File: src/rtl/srcd_pkg.sv
// shared types, constants and codes for the signed rank count distribution block
// no dependencies; imported by srcd_ctrl, srcd_datapath and the top level
`default_nettype none

package srcd_pkg;

    localparam int MAX_RANKS_DEF = 32;

    localparam int N_W    = 6;
    localparam int SUM_W  = 10;
    localparam int CNT_W  = 33;
    localparam int ENT_W  = 32;
    localparam int ADDR_W = 3;
    localparam int DATA_W = 32;

    localparam logic [1:0] ACT_POINT = 2'd0;
    localparam logic [1:0] ACT_CUM   = 2'd1;
    localparam logic [1:0] ACT_QUANT = 2'd2;

    localparam logic REG_SAMPLE_SIZE = 1'b0;

    localparam logic [N_W-1:0] SAMPLE_SIZE_RST = 6'd1;

    typedef struct packed {
        logic [1:0]       action;
        logic [SUM_W-1:0] rank_sum;
        logic [CNT_W-1:0] target_count;
        logic             upper_tail;
    } query_t;

    typedef struct packed {
        logic [CNT_W-1:0] count;
        logic [SUM_W-1:0] quantile_sum;
        logic             out_of_range;
    } result_t;

    typedef enum logic [3:0] {
        ST_IDLE,
        ST_CHECK,
        ST_CLEAR,
        ST_PASS,
        ST_BUILD_RD,
        ST_BUILD_WR,
        ST_SETUP,
        ST_POINT,
        ST_WALK,
        ST_RESULT,
        ST_DONE
    } ctrl_state_t;

    typedef struct packed {
        logic load_item;
        logic clear_init;
        logic clear_step;
        logic pass_init;
        logic pass_start;
        logic pass_next;
        logic build_rd;
        logic build_wr;
        logic build_done;
        logic setup;
        logic walk_step;
        logic point_result;
        logic walk_result;
        logic load_out;
    } dp_cmd_t;

    typedef struct packed {
        logic       need_rebuild;
        logic       clear_last;
        logic       pass_over;
        logic       build_last;
        logic       direct;
        logic       walk_done;
        logic [1:0] act;
    } dp_status_t;

endpackage

`default_nettype wire

File: src/rtl/srcd_ctrl.sv
// controller state machine: sequences rebuild, query walk and result handoff
// depends on srcd_pkg; drives srcd_datapath through command and status words
`default_nettype none

module srcd_ctrl
    import srcd_pkg::*;
(
    input  logic       clk,
    input  logic       rst_n,
    input  logic       query_valid,
    output logic       query_ready,
    output logic       result_valid,
    input  logic       result_ready,
    input  dp_status_t status,
    output dp_cmd_t    cmd
);

    ctrl_state_t state_reg;
    ctrl_state_t state_next;
    logic        out_valid_reg;
    logic        out_valid_next;

    always_ff @(posedge clk or negedge rst_n)
    begin
        if (!rst_n)
        begin
            state_reg     <= ST_IDLE;
            out_valid_reg <= 1'b0;
        end
        else
        begin
            state_reg     <= state_next;
            out_valid_reg <= out_valid_next;
        end
    end

    always_comb
    begin
        state_next = state_reg;
        cmd        = '0;
        unique case (state_reg)
            ST_IDLE:
            begin
                if (query_valid)
                begin
                    cmd.load_item = 1'b1;
                    state_next    = ST_CHECK;
                end
            end
            ST_CHECK:
            begin
                if (status.need_rebuild)
                begin
                    cmd.clear_init = 1'b1;
                    state_next     = ST_CLEAR;
                end
                else
                begin
                    state_next = ST_SETUP;
                end
            end
            ST_CLEAR:
            begin
                cmd.clear_step = 1'b1;
                if (status.clear_last)
                begin
                    cmd.pass_init = 1'b1;
                    state_next    = ST_PASS;
                end
            end
            ST_PASS:
            begin
                if (status.pass_over)
                begin
                    cmd.build_done = 1'b1;
                    state_next     = ST_SETUP;
                end
                else
                begin
                    cmd.pass_start = 1'b1;
                    state_next     = ST_BUILD_RD;
                end
            end
            ST_BUILD_RD:
            begin
                cmd.build_rd = 1'b1;
                state_next   = ST_BUILD_WR;
            end
            ST_BUILD_WR:
            begin
                cmd.build_wr = 1'b1;
                if (status.build_last)
                begin
                    cmd.pass_next = 1'b1;
                    state_next    = ST_PASS;
                end
                else
                begin
                    state_next = ST_BUILD_RD;
                end
            end
            ST_SETUP:
            begin
                cmd.setup = 1'b1;
                if (status.direct)
                begin
                    state_next = ST_DONE;
                end
                else if (status.act == ACT_POINT)
                begin
                    state_next = ST_POINT;
                end
                else
                begin
                    state_next = ST_WALK;
                end
            end
            ST_POINT:
            begin
                cmd.point_result = 1'b1;
                state_next       = ST_DONE;
            end
            ST_WALK:
            begin
                cmd.walk_step = 1'b1;
                if (status.walk_done)
                begin
                    state_next = ST_RESULT;
                end
            end
            ST_RESULT:
            begin
                cmd.walk_result = 1'b1;
                state_next      = ST_DONE;
            end
            ST_DONE:
            begin
                if (!out_valid_reg || result_ready)
                begin
                    cmd.load_out = 1'b1;
                    state_next   = ST_IDLE;
                end
            end
            default:
            begin
                state_next = ST_IDLE;
            end
        endcase
    end

    always_comb
    begin
        if (cmd.load_out)
        begin
            out_valid_next = 1'b1;
        end
        else if (result_ready)
        begin
            out_valid_next = 1'b0;
        end
        else
        begin
            out_valid_next = out_valid_reg;
        end
    end

    assign query_ready  = (state_reg == ST_IDLE);
    assign result_valid = out_valid_reg;

    a_table_ready: assert property (@(posedge clk) disable iff (!rst_n)
        state_reg == ST_SETUP |-> !status.need_rebuild)
        else $error("query started on a stale count table");

    a_walk_action: assert property (@(posedge clk) disable iff (!rst_n)
        state_reg == ST_WALK |-> (status.act == ACT_CUM || status.act == ACT_QUANT))
        else $error("table walk for an action that needs none");

    a_out_from_done: assert property (@(posedge clk) disable iff (!rst_n)
        $rose(out_valid_reg) |-> $past(state_reg) == ST_DONE)
        else $error("result word raised outside the done state");

endmodule

`default_nettype wire
File: config.mk
export PLATFORM = sky130hd
export DESIGN_NAME = srcd_ctrl
export DESIGN_NICKNAME = d
export VERILOG_FILES = /design/src/rtl/srcd_pkg.sv /design/src/rtl/srcd_ctrl.sv
export SDC_FILE = /design/constraint.sdc
export NUM_CORES = 1
export LEC_CHECK = 0
export BUFFER_PORTS_ARGS = -buffer_cell sky130_fd_sc_hd__buf_2
export CAP_MARGIN = 0
export CORE_MARGIN = 4
export CORE_UTILIZATION = 30
export DETAILED_ROUTE_END_ITERATION = 10
export REMOVE_ABC_BUFFERS = 1
export SLEW_MARGIN = 20
export SYNTH_ARGS = -nofsm -noshare
export SYNTH_HDL_FRONTEND = slang
export SYNTH_SLANG_ARGS = --single-unit
export TNS_END_PERCENT = 30
File: constraint.sdc
create_clock -name clk -period 3.4 [get_ports clk]
set_clock_uncertainty 0.15 [all_clocks]
set_input_delay 1.02 -clock clk [delete_from_list [all_inputs] [get_ports clk]]
set_output_delay 1.02 -clock clk [all_outputs]
set_load 0.01 [all_outputs]
==> results by group <==
Global routing
  • Global-route wire length before repair: 2.24 mm
  • Via count of the first global-routing pass: between 500 and 600
  • Initial antenna violation count: 0
  • Largest net degree at the start of global routing: 19
  • GR Overflow Total: 0
  • Gr usage total: 0.112

Die
  • Die Area: 0.00241 mm2
  • Area of the core: ~0.0015 mm2
  • Die height: just under 50 um
  • Cell Rows: 14
  • Die width: roughly 49 um
  • Starting Density: 0.328
  • I/O pins: 28

Synth
  • Main combinational cell family by area after synthesis: simple AND/OR/NAND/NOR gates
  • Synth area leaders: dfrtp_1, nand2b_1, o41ai_4
  • Adder-Cell Fraction of Synth Area: 0
  • Cell taking the most area after synthesis: dfrtp_1
  • EDFF count, synth: 0
  • Syn Std Cell Area: roughly 510 um2
  • Post-synth ARST share: 1.00
  • Most frequent cell after synthesis: nor2_1
  • Mux cell area share after synthesis: 0
  • Yosys warns: 0
  • Synthesized instance count: just over 60
  • Post-synth cell types: 30
  • Post-synth top flop: dfrtp_1
  • Simple-gate share of the synthesized area: 0.399
  • Synth top cells by count: nor2_1, dfrtp_1, nand2b_1, nor2b_1, nor3_1
  • Avg Inst Size Synth: roughly 8.3 um2
  • Yosys reg bits: 5
  • Synth Area in Compound Gates: 0.245
  • Synth Area in XOR/XNOR: 0
  • Synth top area share: 0.248
  • Seq/Total Area, Yosys: 0.248

Run status
  • Status: complete, no violations

Power and ir drop
  • Leakage power figure: 0.325 nW
  • Power density cells: 777 mW/mm2
  • Peak VDD IR: around 0.44 mV

Place
  • PortBufs: 27
  • Gpl congestion: roughly 0.73
  • Dpl cell area: 613 um2
  • Dpl hpwl: roughly 960 um

Critical path
  • Critical path type: flop to output port
  • Crit path DAT: around 1.6 ns
  • Crit path capture type: output port
  • Startpoint types: flop
  • CP required: 2.23 ns
  • CP max FO: 18

STA
  • Final Hold Fails: 0
  • Final worst path period share: 0.816
  • Least-Margin Pin Slew: roughly 0.58 ns
  • Final Critical Period: between 2 and 3 ns
  • Fin. max-slew vios: 0
  • Endpoints failing setup: 0
  • Fmax: about 0.36 GHz
  • Relative max-transition margin: 0.617
  • Setup TNS: 0 ns
  • RSZ-0062 raised after global routing: no

Finish
  • Fin area: between 600 and 700 um2
  • P&R area growth vs syn: 26.5%
  • # fillers: about 180
  • Final net count: 99
  • Diode count: 0
  • Largest register FFs: 4
  • Final core occ: 0.415
  • Layout cell share with drive strength beyond 1: 0.372

Clocking
  • Max H-tree Level: 1
  • Number of CTS-inserted buffers: 3
  • CTS clock-pin slew for the worst setup and hold paths: 0.05 ns
  • Skew-Pair Late Insertion Delay: approximately 0.25 ns
  • Root buf cell: clkbuf_4
  • Hold_buf cts: 0
  • Setup Buffers After CTS: 0
  • Post_cts resized: 0
  • Num Clock Sinks: 5
  • Clock Path Buffers: 2
  • CTS tree: yes

Job
  • Max-Cap Viols: 0

Drt
  • Via density: slightly above 5
  • Via count: 526
  • Residual DRC count: 0
  • Avg WL per Cell: around 13 um
  • Routed wire length: approximately 1.3 mm
  • Antenna viol nets, final: 0
  • Drt pass-1 iters: 4
  • DR iter-0 viols: 11

Worst hold path
  • Worst hold path type: flop to flop
==> metal layers <==
metal | vias up | part of all wire | GRT usage
met3 | 0 | 0.090 | 0.0520
met1 | 224 | 0.50 | 0.169
li1 | 277 | - | -
met5 | - | 0 | 0
met4 | 0 | 0 | 0.0135
met2 | 25 | 0.41 | 0.146
==> stage by stage <==
step | hold WS [ns] | setup slack (ns) | cells | total power [mW]
final | 0.401 | 0.627 | 102 | 0.497
after CTS | 0.412 | 0.612 | 102 | 0.501
after global routing | 0.418 | 0.426 | 102 | 0.550
after global placement | 0.389 | 0.652 | 98 | 0.431
after detailed placement | 0.401 | 0.650 | 98 | 0.426
after floorplan | 0.426 | 0.755 | 55 | 0.332
==> cells in the final DEF (no fill, tap or decap), drive strengths merged, types with 2 or more instances in the layout <==
master  count
and2        2
and3        3
buf        27
clkbuf      4
dfrtp       5
inv         2
nand2       2
nand2b      5
nor2        6
nor2b       4
nor3        4
nor3b       2
nor4        3
o21ai       3
o41ai       2
==> worst max-delay path: stages, from the launching register on <==
cell,delay (ns)
dfrtp_1,0.70
nand2b_1,0.20
nor3_1,0.20
and2_1,0.15
buf_2,0.12
==> kinds of logic (layout without fill, tap and decap cells) <==
family                 count (synthesis)  after routing
AOI/OAI and AO/OA                     14             14
buffers and inverters                  8             33
DFF                                    5              5
and+or+nand+nor                       34             34
==> power breakdown <==
| part | internal [mW] | leakage, nW | total (mW) | switching (mW) |
|---|---|---|---|---|
| clock network | 0.0445 | 0.0150 | 0.0714 | 0.0269 |
| logic | 0.131 | 0.245 | 0.257 | 0.127 |
| registers | 0.0824 | 0.0645 | 0.168 | 0.0858 |
==> worst paths after layout <==
| check | startpoint | end | slack [ns] | cells after the start |
|---|---|---|---|---|
| worst min register to register | result_valid | result_valid | 0.40 | 2 |
| min in group asynchronous | rst_n | state_reg[2] | 0.42 | 1 |
| worst max register to register | state_reg[1] | state_reg[0] | 1.81 | 3 |
| max in group asynchronous | rst_n | state_reg[1] | 2.54 | 1 |
| worst max-delay path | state_reg[1] | cmd[10] | 0.63 | 4 |
| worst min-delay path | result_valid | result_valid | 0.40 | 2 |
==> area by class of cell <==
| class | instances | area [um2] | area share |
|---|---|---|---|
| Multi-Input combinational cell | 48 | 325 | 0.509 |
| Timing Repair Buffer | 27 | 135 | 0.211 |
| Tap cell | 16 | 20.0 | 0.0313 |
| Inverter | 2 | 7.51 | 0.0117 |
| Sequential cell | 5 | 125 | 0.196 |
| Clock buffer | 4 | 26.3 | 0.0411 |
Power figures use the tool's default switching activity.
